<file path="src/rtl/delta_uleb128_address_list_encoder_macros.svh">
// Assertion macros for the delta ULEB128 address list encoder
`ifndef DELTA_ULEB128_ADDRESS_LIST_ENCODER_MACROS_SVH
`define DELTA_ULEB128_ADDRESS_LIST_ENCODER_MACROS_SVH

// concurrent check, masked during reset
`define DULAE_ASSERT(lbl, clk, rst, prop, msg) \
   lbl: assert property (@(posedge clk) disable iff (rst) prop) else $error(msg);

// concurrent check, active during reset as well
`define DULAE_ASSERT_ALWAYS(lbl, clk, prop, msg) \
   lbl: assert property (@(posedge clk) prop) else $error(msg);

`endif

</file>
<file path="src/rtl/dulae_pkg.sv">
// Types and constants shared by the delta ULEB128 address list encoder
package dulae_pkg;

   localparam int ADDR_W     = 64;
   localparam int BYTE_W     = 8;
   localparam int GROUP_BITS = 7;

   typedef enum logic [4:0] {
      ST_IDLE = 5'b00001,
      ST_CMP  = 5'b00010,
      ST_EMIT = 5'b00100,
      ST_PAD  = 5'b01000,
      ST_OOO  = 5'b10000
   } state_type;

   typedef struct packed {
      logic capture;
      logic compare;
      logic emit_data;
      logic emit_pad;
      logic emit_ooo;
   } ctrl_type;

   typedef struct packed {
      logic func;
      logic addr_eq;
      logic addr_lt;
      logic rest_last;
      logic pad_last;
      logic slot_free;
   } status_type;

endpackage

</file>
<file path="src/rtl/dulae_dpath.sv">
// Datapath: shared subtract/compare unit, 7-bit group shifter, byte counter, output register
`include "delta_uleb128_address_list_encoder_macros.svh"

module dulae_dpath #(
   parameter int ALIGN_BYTES = 8
) (
   input  logic                             clock,
   input  logic                             reset,
   input  dulae_pkg::ctrl_type              ctrl,
   input  logic [dulae_pkg::ADDR_W-1:0]     req_tdata,
   input  logic                             req_tuser,
   input  logic                             csr_valid,
   input  logic                             csr_ready,
   input  logic [dulae_pkg::ADDR_W-1:0]     csr_data,
   input  logic                             rsp_tready,
   output dulae_pkg::status_type            status,
   output logic                             rsp_tvalid,
   output logic [dulae_pkg::BYTE_W-1:0]     rsp_tdata,
   output logic                             rsp_tlast,
   output logic                             rsp_tuser
);

   localparam int CW = (ALIGN_BYTES > 1) ? $clog2(ALIGN_BYTES) : 1;
   localparam int AW = dulae_pkg::ADDR_W;
   localparam int GB = dulae_pkg::GROUP_BITS;

   logic [AW-1:0] base_ff, base_in;
   logic [AW-1:0] prev_ff, prev_in;
   logic [AW-1:0] addr_ff, addr_in;
   logic          func_ff, func_in;
   logic [AW-1:0] rest_ff, rest_in;
   logic [CW-1:0] cnt_ff, cnt_in;
   logic          vld_ff, vld_in;
   logic [dulae_pkg::BYTE_W-1:0] data_ff, data_in;
   logic          last_ff, last_in;
   logic          ooo_ff, ooo_in;

   logic [AW:0]   diff;
   logic [CW-1:0] cnt_inc;
   logic          rest_last;
   logic          slot_free;

   assign diff      = {1'b0, addr_ff} - {1'b0, prev_ff};
   assign cnt_inc   = (cnt_ff == CW'(ALIGN_BYTES - 1)) ? '0 : cnt_ff + CW'(1);
   assign rest_last = (rest_ff[AW-1:GB] == '0);
   assign slot_free = !vld_ff || rsp_tready;

   always_comb begin
      status.func      = func_ff;
      status.addr_eq   = (diff == '0);
      status.addr_lt   = diff[AW];
      status.rest_last = rest_last;
      status.pad_last  = (cnt_inc == '0);
      status.slot_free = slot_free;
   end

   always_comb begin
      base_in = base_ff;
      prev_in = prev_ff;
      addr_in = addr_ff;
      func_in = func_ff;
      rest_in = rest_ff;
      cnt_in  = cnt_ff;
      vld_in  = rsp_tready ? 1'b0 : vld_ff;
      data_in = data_ff;
      last_in = last_ff;
      ooo_in  = ooo_ff;
      if (ctrl.capture) begin
         addr_in = req_tdata;
         func_in = req_tuser;
      end
      if (ctrl.compare && !func_ff && !diff[AW] && (diff != '0)) begin
         rest_in = diff[AW-1:0];
         prev_in = addr_ff;
      end
      if (ctrl.emit_data) begin
         vld_in  = 1'b1;
         data_in = {!rest_last, rest_ff[GB-1:0]};
         last_in = rest_last;
         ooo_in  = 1'b0;
         rest_in = rest_ff >> GB;
         cnt_in  = cnt_inc;
      end
      if (ctrl.emit_pad) begin
         vld_in  = 1'b1;
         data_in = '0;
         last_in = (cnt_inc == '0);
         ooo_in  = 1'b0;
         cnt_in  = cnt_inc;
         if (cnt_inc == '0) begin
            prev_in = base_ff;
         end
      end
      if (ctrl.emit_ooo) begin
         vld_in  = 1'b1;
         data_in = '0;
         last_in = 1'b1;
         ooo_in  = 1'b1;
      end
      if (csr_valid && csr_ready) begin
         base_in = csr_data;
         prev_in = csr_data;
      end
   end

   always_ff @(posedge clock) begin
      if (reset) begin
         base_ff <= '0;
         prev_ff <= '0;
         cnt_ff  <= '0;
         vld_ff  <= 1'b0;
      end else begin
         base_ff <= base_in;
         prev_ff <= prev_in;
         cnt_ff  <= cnt_in;
         vld_ff  <= vld_in;
      end
   end

   always_ff @(posedge clock) begin
      addr_ff <= addr_in;
      func_ff <= func_in;
      rest_ff <= rest_in;
      data_ff <= data_in;
      last_ff <= last_in;
      ooo_ff  <= ooo_in;
   end

   assign rsp_tvalid = vld_ff;
   assign rsp_tdata  = data_ff;
   assign rsp_tlast  = last_ff;
   assign rsp_tuser  = ooo_ff;

   `DULAE_ASSERT(a_emit_slot, clock, reset, (ctrl.emit_data || ctrl.emit_pad || ctrl.emit_ooo) |-> slot_free, "word issued into a full output register")
   `DULAE_ASSERT(a_ooo_shape, clock, reset, (vld_ff && ooo_ff) |-> (last_ff && data_ff == '0), "out of order word must be a lone zero word")
   `DULAE_ASSERT(a_cnt_range, clock, reset, cnt_ff <= CW'(ALIGN_BYTES - 1), "byte count out of range")
   `DULAE_ASSERT(a_pad_zero, clock, reset, (ctrl.emit_pad && status.pad_last) |=> (cnt_ff == '0 && prev_ff == base_ff), "list end did not restore start state")

endmodule

</file>
<file path="src/rtl/dulae_fsm.sv">
// Sequencer: accepts one word, runs compare, then issues one output word per free slot
`include "delta_uleb128_address_list_encoder_macros.svh"

module dulae_fsm (
   input  logic                  clock,
   input  logic                  reset,
   input  logic                  req_tvalid,
   output logic                  req_tready,
   input  dulae_pkg::status_type status,
   output dulae_pkg::ctrl_type   ctrl
);

   dulae_pkg::state_type state_ff, state_in;

   assign req_tready = (state_ff == dulae_pkg::ST_IDLE);

   always_comb begin
      state_in       = state_ff;
      ctrl           = '0;
      case (state_ff)
         dulae_pkg::ST_IDLE: begin
            if (req_tvalid) begin
               ctrl.capture = 1'b1;
               state_in     = dulae_pkg::ST_CMP;
            end
         end
         dulae_pkg::ST_CMP: begin
            ctrl.compare = 1'b1;
            if (status.func) begin
               state_in = dulae_pkg::ST_PAD;
            end else if (status.addr_eq) begin
               state_in = dulae_pkg::ST_IDLE;
            end else if (status.addr_lt) begin
               state_in = dulae_pkg::ST_OOO;
            end else begin
               state_in = dulae_pkg::ST_EMIT;
            end
         end
         dulae_pkg::ST_EMIT: begin
            if (status.slot_free) begin
               ctrl.emit_data = 1'b1;
               if (status.rest_last) begin
                  state_in = dulae_pkg::ST_IDLE;
               end
            end
         end
         dulae_pkg::ST_PAD: begin
            if (status.slot_free) begin
               ctrl.emit_pad = 1'b1;
               if (status.pad_last) begin
                  state_in = dulae_pkg::ST_IDLE;
               end
            end
         end
         dulae_pkg::ST_OOO: begin
            if (status.slot_free) begin
               ctrl.emit_ooo = 1'b1;
               state_in      = dulae_pkg::ST_IDLE;
            end
         end
         default: begin
            state_in = dulae_pkg::ST_IDLE;
         end
      endcase
   end

   always_ff @(posedge clock) begin
      if (reset) begin
         state_ff <= dulae_pkg::ST_IDLE;
      end else begin
         state_ff <= state_in;
      end
   end

   `DULAE_ASSERT(a_cmp_follows, clock, reset, ctrl.capture |=> (state_ff == dulae_pkg::ST_CMP), "compare must follow accept")
   `DULAE_ASSERT(a_one_emit, clock, reset, $onehot0({ctrl.emit_data, ctrl.emit_pad, ctrl.emit_ooo}), "more than one word source")

endmodule

</file>
<file path="src/rtl/delta_uleb128_address_list_encoder.sv">
// Top level: delta ULEB128 address list encoder
// Flow: the accepted word is registered, compared in ST_CMP, then its output words pass through the output register.
// An address gives n = 1..10 ULEB128 bytes, one per cycle while the output register is free,
// through the shared 7-bit group shifter; equal addresses give no byte, out of order one zero word.
// End of list gives terminator/padding bytes (up to ALIGN_BYTES).
// Synchronous reset: load base, previous address and byte count cleared, output empty.
module delta_uleb128_address_list_encoder #(
   parameter int ALIGN_BYTES = 8
) (
   input  logic                          clock,
   input  logic                          reset,
   input  logic                          req_tvalid,
   output logic                          req_tready,
   input  logic [dulae_pkg::ADDR_W-1:0]  req_tdata,   // [63:0] address
   input  logic                          req_tuser,   // [0] func (1 = end of list)
   output logic                          rsp_tvalid,
   input  logic                          rsp_tready,
   output logic [dulae_pkg::BYTE_W-1:0]  rsp_tdata,   // [7:0] out_byte
   output logic                          rsp_tlast,
   output logic                          rsp_tuser,   // [0] out_of_order
   input  logic                          csr_valid,
   output logic                          csr_ready,
   input  logic [dulae_pkg::ADDR_W-1:0]  csr_data
);

   dulae_pkg::ctrl_type   ctrl;
   dulae_pkg::status_type status;

   assign csr_ready = 1'b1;

   dulae_fsm u_fsm (
      .clock      (clock),
      .reset      (reset),
      .req_tvalid (req_tvalid),
      .req_tready (req_tready),
      .status     (status),
      .ctrl       (ctrl)
   );

   dulae_dpath #(
      .ALIGN_BYTES (ALIGN_BYTES)
   ) u_dpath (
      .clock      (clock),
      .reset      (reset),
      .ctrl       (ctrl),
      .req_tdata  (req_tdata),
      .req_tuser  (req_tuser),
      .csr_valid  (csr_valid),
      .csr_ready  (csr_ready),
      .csr_data   (csr_data),
      .rsp_tready (rsp_tready),
      .status     (status),
      .rsp_tvalid (rsp_tvalid),
      .rsp_tdata  (rsp_tdata),
      .rsp_tlast  (rsp_tlast),
      .rsp_tuser  (rsp_tuser)
   );

endmodule
</file>
<file path="config.mk">
export PLATFORM = sky130hd
export DESIGN_NAME = delta_uleb128_address_list_encoder
export DESIGN_NICKNAME = d
export VERILOG_FILES = /design/src/rtl/dulae_pkg.sv /design/src/rtl/dulae_dpath.sv /design/src/rtl/dulae_fsm.sv /design/src/rtl/delta_uleb128_address_list_encoder.sv
export VERILOG_INCLUDE_DIRS = /design/src /design/src/rtl
export SDC_FILE = /design/constraint.sdc
export NUM_CORES = 1
export LEC_CHECK = 0
export ABC_AREA = 1
export BUFFER_PORTS_ARGS = -buffer_cell sky130_fd_sc_hd__buf_4
export CAP_MARGIN = 25
export CORE_MARGIN = 5
export CORE_UTILIZATION = 45
export CTS_CLUSTER_DIAMETER = 80
export DETAILED_ROUTE_END_ITERATION = 8
export SLEW_MARGIN = 20
export SYNTH_ARGS = -nofsm -noshare
export SYNTH_HDL_FRONTEND = slang
export SYNTH_SLANG_ARGS = --single-unit
</file>
<file path="constraint.sdc">
create_clock -name clock -period 9.6 [get_ports clock]
set_clock_uncertainty 0.2 [all_clocks]
set_input_delay 1.92 -clock clock [delete_from_list [all_inputs] [get_ports clock]]
set_output_delay 1.92 -clock clock [all_outputs]
set_load 0.02 [all_outputs]
</file>
==> reports/metrics.csv, run 1 <==
metric;value;unit
status;finished clean;
ys_types;39;
max-slew-margin-rel;36.0;%
io-pin-count;147;
grt_pass1_vias;15500;
placed_cells;3216;
grt_max_degree;129;
portBuffers;145;
fin_tns_setup;0;ps
wire_per_inst;16.4;µm
cts_setup_buffers;0;
clock_latency;580;ps
fin_area;19700;µm²
ctsHtreeMaxLevel;1;
syn2layout_area_growth;13.5;%
cp-start-kind;register;
syn-num-nets;2830;
fill_cells;4038;
synth_area;17400;µm²
cap_violations;0;
crit_path_end_kind;register;
rsz0062_at_grt;no;
final_nets;2931;
finalCritPeriodShare;55.4;%
grtUsageMet2;37.8;%
yosysTopAreaCellShare;21.1;%
finalHoldViolCount;0;
cp_data_arrival_time;5400;ps
cellPowerDensity;237;nW/µm²
ys_seq_elements;276;
slew_violations;0;
clock-root-buffer;clkbuf_16;
grt_util_all_layers;24.8;%
ys_seq_area_share;38.8;%
path_class;register to register;
setup_viol;0;
power_leakage;0.00939;µW
yosysTopAreaCell;edfxtp_1;
path_cells;ha_1 > nand2_1 > nor2_1 > nand2_1 > nor2_1 > nand3_1 > nand3_1 > nand2_1 > nand2_1 > nand2_1 > nor2_1 > nand2_1 > nor2_1 > nand3_2 > nand2_4 > nand2_2 > buf_4;
vias_per_cell;5.07;
syn_inst;2629;
die_x;207;µm
critPathRequiredTime;9680;ps
ctsHoldBuffers;0;
antenna_found_initial;0;
path_clk_slew;60;ps
routabilityCongestion;0.985;
grt_util_met1;37.6;%
final_cell_mix;nand2_1, inv_1, a21oi_1, nand3_1, nor2_1;
synth_enable_flop_cells;122;
die_area;42700;µm²
ant_nets;0;
vdd_drop_max;0.133;mV
min_period;5320;ps
cts_max_path_buffers;3;
cts-resized-gates;0;
worstMarginPinSlew;959;ps
cts.sinks;276;
clock.fmax;188;MHz
overflow;0;
vias;16600;
gr-usage-met3;3.02;%
drc_errors;0;
grt_pass1_wl;84500;µm
core_area;38500;µm²
die_y;207;µm
placed_area;18800;µm²
numCtsBuffers;30;
busiest_layer;met2;
tritoncts;done;
rows;72;
synth_area_leaders;edfxtp_1, nand2_1, dfxtp_1;
final_cells;3272;
critPathMaxFanout;73;
ys.flop_type;dfxtp_1;
path_common_cell;nand2_1;
first_iter_violations;1234;
slowest_delay;630;ps
hpwl;41500;µm
critical_path.slowest_cell;nand2_2;
synth_warnings;0;
worstHoldPathType;register to register;
drive_gt1_share;9.30;%
synth_area_per_cell;6.61;µm²
drt-pass1-iter-count;6;
start_util;45.2;%
async_flop_share;0;%
path_buf_inv;1;
layout_commonest_cell;nand2_1;
critPathTopFamily;simple AND/OR/NAND/NOR gates;
num_antenna_cells;0;
totalWireLength;53800;µm
==> layout make-up <==
| cell class | count | area (µm²) | share of cell area, % |
|---|---|---|---|
| repair buffers | 156 | 1170 | 5.95 |
| clock inverters | 16 | 133 | 0.672 |
| inverters | 430 | 1610 | 8.18 |
| clock buffers | 40 | 828 | 4.20 |
| flip-flops and latches | 276 | 6750 | 34.2 |
| multi-input cells | 1836 | 8590 | 43.5 |
| well taps | 518 | 648 | 3.28 |
==> registers in the layout, summed over array words and instances, names as in the netlist <==
register / cells
u_dpath.rsp_tuser: 1
u_dpath.rsp_tvalid: 1
u_dpath.base_ff: 64
u_dpath.rsp_tlast: 1
u_dpath.cnt_ff: 3
u_fsm.state_ff: 5
u_dpath.rest_ff: 64
u_dpath.addr_ff: 64
u_dpath.func_ff: 1
u_dpath.rsp_tdata: 8
u_dpath.prev_ff: 64
==> power by group <==
part | internal, µW | switching [µW]
clock | 636 | 484
combinational | 607 | 1380
sequential | 1480 | 100
total | 2720 | 1970
==> cells by family after synthesis <==
| kind of cell | Yosys count | synth area share (%) |
|---|---|---|
| and+or+nand+nor | 1386 | 33.0 |
| AOI/OAI and AO/OA | 378 | 11.2 |
| adders and majority gates | 67 | 4.87 |
| DFF | 276 | 38.8 |
| other | 1 | 0.0216 |
| xor gates and xnor gates | 4 | 0.202 |
| buffers and inverters | 517 | 11.9 |
==> path summary, 6_finish.rpt <==
path	from	to	depth (start not counted)	slack (ps)
worst max register to register	u_dpath.addr_ff[41]	u_dpath.rest_ff[53]	17	4280
worst min register to register	u_dpath.base_ff[0]	u_dpath.base_ff[0]	2	260
worst min-delay path	u_dpath.base_ff[0]	u_dpath.base_ff[0]	2	260
worst max-delay path	u_dpath.addr_ff[41]	u_dpath.rest_ff[53]	17	4280
==> stage by stage <==
step	setup WS, ps	hold slack, ps	util, %	total power, µW
after floorplan	2080	238	-	2890
after global placement	4400	238	48.8	3550
after detailed placement	4400	249	48.8	3560
after CTS	4380	258	51.3	4690
after global routing	3990	269	51.3	5020
final	4280	256	51.3	4680
==> tightest hold or removal path, cell delays in order, from the launching register on <==
cell	delay [ps]
dfxtp_1	300
nand2_1	60
a21oi_1	50
==> Yosys cell counts, types with 22 or more instances <==
cell        n
nand3b_1   28
a21oi_1   210
inv_1     398
edfxtp_1  122
nor2_1    169
dfxtp_1   154
clkbuf_1   59
nand3_1   191
inv_2      30
nand4_1    22
ha_1       66
nand2_1   927
o21ai_0   143
==> routing by layer <==
metal,vias up,share of wire (%)
li1,8546,-
met1,7526,49
met2,472,43
met3,59,5.8
met4,0,2.2
met5,-,0
Note: power is estimated with default switching activity, not from simulation.
==> run 2: changes to the inputs <==
- PLACE_DENSITY: not set -> 0.65
- clock period: 9.6 -> 4.3 ns (I/O delays scaled with it)
==> run 2 against run 1 <==
Net effect:
- sequential power increased by 120%
- combinational power up 120%
- cell count up 0.18%
- critical path depth is 7 higher
- global-route usage fell by 0.52 points
- clock power increased to 2.6 times the previous value
- sequential share of layout area fell by 0.57 points
- critical path type unchanged
- maximum frequency up 36%
==> reports/metrics.csv, run 2 (synthesized netlist as in run 1, its figures left out) <==
metric;value;unit
die_y;207;µm
hpwl;41400;µm
antenna_found_initial;0;
grt_max_degree;129;
r2r-start;u_dpath.addr_ff[0];
drt-pass1-iter-count;5;
fin_ws;401;ps
overflow;0;
critPathMaxFanout;36;
rrSetupSlack;400;ps
final_cells;3278;
grt_util_all_layers;24.3;%
slowest_delay;450;ps
worstMarginPinSlew;840;ps
fin_tns_setup;0;ps
rows;72;
cts_max_path_buffers;3;
tritoncts;done;
num_antenna_cells;0;
start_util;45.2;%
drc_errors;0;
endpoint;u_dpath.prev_ff[13];
status;finished clean;
rsz0062_at_grt;no;
core_area;38500;µm²
numCtsBuffers;30;
wl_met2;23300;µm
crit_path_start;u_dpath.addr_ff[0];
first_iter_violations;1118;
vias;16700;
setup_viol;0;
wl_met1;24900;µm
worstHoldPathType;register to register;
cts.sinks;276;
clock-root-buffer;clkbuf_16;
worstSetupPathDepth;24;
grt_pass1_wl;83200;µm
layout_commonest_cell;nand2_1;
vdd_drop_max;0.349;mV
power_leakage;0.00954;µW
io-pin-count;147;
totalWireLength;52200;µm
holdWs;247;ps
path_buf_inv;3;
critPathRequiredTime;4600;ps
cap_violations;0;
dr.max_layer_used;met4;
placed_cells;3222;
syn2layout_area_growth;15.5;%
finalHoldViolCount;0;
path_class;register to register;
cp-start-kind;register;
finalCritPeriodShare;90.7;%
reg2reg_to;u_dpath.prev_ff[13];
min_period;3900;ps
portBuffers;145;
max-slew-margin-rel;43.9;%
fill_cells;3933;
grt_pass1_vias;16000;
crit_path_end_kind;register;
path_clk_slew;60;ps
path_cells;inv_1 > ha_1 > inv_1 > fa_1 > nand2_1 > nand2_1 > nand3_1 > nand2_1 > nand2_1 > nand3_1 > nand2_1 > nand2_1 > nand2_1 > nand2_1 > nand2_1 > nand2_1 > nand3_1 > nor2_1 > nand3_2 > buf_4 > nand3_1 > nand3_1 > nand2_1 > a21oi_1;
wire_per_inst;15.9;µm
placed_area;18900;µm²
clock.fmax;256;MHz
critPathTopFamily;simple AND/OR/NAND/NOR gates;
r2r_cells;24;
cts_setup_buffers;0;
critical_path.slowest_cell;fa_1;
cp_data_arrival_time;4200;ps
fin_area;20100;µm²
routabilityCongestion;1.01;
path_common_cell;nand2_1;
drive_gt1_share;9.64;%
final_nets;2937;
ctsHtreeMaxLevel;1;
die_x;207;µm
met3WireLength;2820;µm
die_area;42700;µm²
clock_latency;570;ps
slew_violations;0;
vias_per_cell;5.10;
cellPowerDensity;540;nW/µm²
detailedPlace.worstSlack;363;ps
final_cell_mix;nand2_1, inv_1, a21oi_1, nand3_1, nor2_1;
ant_nets;0;
==> run 2: cell types whose count changed in the layout (fill, tap and decap cells not counted), moves of 2 or more <==
cell	previous run	this run
buf_12	0	8
bufinv_16	1	6
clkbuf_1	6	3
clkbuf_16	30	33
buf_4	155	153
clkbuf_8	4	6
clkinv_2	7	5
==> run 2: area by class of cell <==
type	count	area (µm²)	area share, %
multi-input cells	1836	8600	42.8
flip-flops and latches	276	6750	33.6
inverters	430	1610	8.04
repair buffers	162	1320	6.58
clock buffers	42	920	4.58
well taps	518	648	3.23
clock inverters	14	225	1.12
==> run 2: per-layer routing <==
| layer | up-vias | global-route usage (%) |
|---|---|---|
| li1 | 8551 | - |
| met1 | 7672 | 35.0 |
| met2 | 417 | 39.1 |
| met3 | 64 | 2.83 |
| met4 | 0 | 5.96 |
| met5 | - | 0 |
==> run 2: report_power, final <==
group / leakage, µW / switching [µW] / internal (µW)
combinational: 0.00657 / 3020 / 1370
sequential: 0.00241 / 237 / 3290
clock: 0.000564 / 1070 / 1850
total: 0.00954 / 4330 / 6510
==> run 2: timing repair <==
action | CTS | global route
resized for setup | 0 | 1
hold buffers | 0 | 0
endpoints found under the setup margin | 0 | 30
==> run 2: worst min-delay path by stage <==
stage                                endpoint                from  cells after the start  slack (ps)
final                       u_dpath.rsp_tuser   u_dpath.rsp_tuser                      2         250
after global routing      u_dpath.addr_ff[20]       req_tdata[20]                      1         240
after CTS                 u_dpath.addr_ff[12]       req_tdata[12]                      1         230
after detailed placement    u_dpath.rsp_tuser   u_dpath.rsp_tuser                      2         240
after global placement      u_dpath.rsp_tuser   u_dpath.rsp_tuser                      2         230
after floorplan            u_dpath.base_ff[0]  u_dpath.base_ff[0]                      2         240
==> run 2: per-stage QoR <==
step	util, %	total power (µW)
detailed placement	49.2	7920
global route	52.2	11600
finish	52.2	10800
global placement	49.2	7870
floorplan	-	6430
CTS	52.2	10900
==> run 2: tightest hold or removal path: cells and delay by family (launching register included) <==
family	cells	cell delay, ps
flip-flops	1	310
AND/OR/NAND/NOR	2	100
==> run 3: changes to the inputs <==
- HOLD_SLACK_MARGIN: not set -> 0.03
- PLACE_DENSITY: 0.65 -> not set
- clock period: 4.3 -> 4 ns (I/O delays scaled with it)
==> run 3 against run 2 <==
Net effect:
- sequential share of layout area is 0.72 points lower
- via count is 0.60% higher
- combinational power is 13% higher
- sequential cell count stayed put
- non-clock buffer count is 18 higher
- die area stayed put
- critical path type unchanged
- critical endpoint is now u_dpath.rest_ff[10]
- largest power group unchanged
==> reports/metrics.csv, run 3 (synthesized netlist as in run 1, its figures left out) <==
metric;value;unit
portBuffers;145;
path_clk_slew;70;ps
p_sw;4810;µW
path_class;register to register;
cp-start-kind;register;
path_common_cell;nand2_1;
routabilityCongestion;0.999;
ant_nets;0;
io-pin-count;147;
power_leakage;0.00958;µW
totalWireLength;54500;µm
r2r-start;u_dpath.addr_ff[9];
finalCritPeriodShare;96.3;%
internal_power;6740;µW
cts_max_path_buffers;3;
grt_pass1_wl;82700;µm
cap_violations;0;
vias_per_cell;5.10;
slowest_delay;390;ps
die_x;207;µm
die_y;207;µm
grt_pass1_vias;15300;
power_frac_comb;43.2;%
rsz0062_at_grt;yes;
core_area;38500;µm²
numCtsBuffers;30;
critPathMaxFanout;29;
drc_errors;0;
vdd_drop_max;0.300;mV
min_period;3850;ps
r2r_cells;21;
drive_gt1_share;12.9;%
min_from;req_tdata[55];
p_seq_share;32.9;%
rows;72;
multi_input_area;8920;µm²
drt-pass1-iter-count;5;
cp_data_arrival_time;3980;ps
clockPowerShare;23.9;%
critical_path.slowest_cell;edfxtp_1;
path_cells;ha_2 > nand2_1 > inv_2 > nand2_1 > nor3_1 > nand2_1 > nand2_1 > nand2_1 > nand2_2 > nand2_1 > nand2_2 > nand2_1 > nor2_1 > nand2_1 > nor2_1 > nand2_1 > nor2_2 > nand3_4 > nand2_8 > nand2_2 > buf_12;
crit_path_end_kind;register;
swShare;41.7;%
slew_violations;0;
die_area;42700;µm²
antenna_found_initial;0;
detailedPlace.worstSlack;7.87;ps
vias;16800;
critPathRequiredTime;4130;ps
finalHoldViolCount;0;
worstHoldPathType;input port to register;
ctsHoldBuffers;0;
wire_per_inst;16.5;µm
fin_ws;148;ps
cellPowerDensity;563;nW/µm²
min_path_cells;1;
cts.sinks;276;
start_util;45.2;%
grt_util_all_layers;24.2;%
final_cells;3297;
hpwl;41500;µm
ctsHtreeMaxLevel;1;
fill_cells;3974;
holdPathEnd;u_dpath.addr_ff[55];
first_iter_violations;1204;
seqCellArea;6750;µm²
setup_viol;0;
syn2layout_area_growth;18.0;%
max-slew-margin-rel;58.2;%
worstMarginPinSlew;626;ps
status;finished clean;
final_cell_mix;nand2_1, inv_1, a21oi_1, nand3_1, buf_4;
overflow;0;
layout_commonest_cell;nand2_1;
num_antenna_cells;0;
clock-root-buffer;clkbuf_16;
clock_latency;580;ps
tritoncts;done;
final_nets;2956;
placed_cells;3226;
reg2reg_to;u_dpath.rest_ff[10];
grt_max_degree;129;
rrSetupSlack;150;ps
clock.fmax;260;MHz
==> run 3: cell types whose count changed in the layout (fill, tap and decap cells not counted), sizes merged <==
cell,previous run,this run
clkinvlp,1,4
buf,162,175
nand2,932,933
clkinv,9,8
inv,428,429
bufinv,6,2
clkbuf,42,48
==> run 3: timing repair <==
item / in CTS / in global routing
endpoints found under the setup margin: 11 / 129
setup buffers: 0 / 7
gates cloned: 0 / 8
gates resized for setup: 1 / 100
pin swaps: 0 / 7
==> run 3: per-layer routing <==
metal	vias up	part of all wire (%)	GRT usage, %
met4	0	1.2	3.61
met1	7715	48	36.0
met5	-	0	0
met3	41	5.6	3.12
met2	440	45	38.6
li1	8609	-	-
==> run 3: through the flow <==
step	setup TNS, ps	area, µm²	util (%)	total power [µW]	hold slack [ps]
after floorplan	0	17400	-	6910	238
after global placement	0	18900	49.2	8510	233
after detailed placement	0	18900	49.2	8550	234
after CTS	0	19900	51.8	11300	160
after global routing	-5100	20500	53.3	12300	166
final	0	20500	53.3	11500	191
==> run 3: worst max-delay path by stage <==
stage	from	endpoint	slack, ps	depth (start not counted)
2_1_floorplan	u_fsm.state_ff[2]	u_dpath.addr_ff[0]	220	5
3_3_place_gp	u_dpath.addr_ff[41]	u_dpath.rest_ff[9]	50	15
3_5_place_dp	u_dpath.addr_ff[0]	u_dpath.prev_ff[6]	8	22
4_1_cts	u_dpath.addr_ff[41]	u_dpath.prev_ff[6]	50	19
5_1_grt	u_dpath.addr_ff[8]	u_dpath.rest_ff[15]	-70	20
6_report	u_dpath.addr_ff[9]	u_dpath.rest_ff[10]	150	21
==> run 3: critical path: cells and delay by family (launching register included) <==
family        cells  cell delay [ps]
fa+ha+maj         1              390
flops             1              390
simple gates     18             2320
buf+inv           2              280
==> run 3: power groups by stage <==
| stage | combinational, µW | clock [µW] | sequential, µW |
|---|---|---|---|
| final | 4980 | 2760 | 3800 |
| after CTS | 4720 | 2830 | 3790 |
| after global placement | 4670 | 0 | 3840 |
| after global routing | 5560 | 2930 | 3850 |
| after detailed placement | 4700 | 0 | 3850 |
| after floorplan | 3110 | 0 | 3800 |
==> run 3: cell type report <==
| type | instances | area share [%] |
|---|---|---|
| Clock buffer | 43 | 4.09 |
| Clock inverter | 13 | 0.677 |
| Inverter | 430 | 7.87 |
| Multi-Input combinational cell | 1837 | 43.5 |
| Sequential cell | 276 | 32.9 |
| Tap cell | 518 | 3.16 |
| Timing Repair Buffer | 180 | 7.77 |
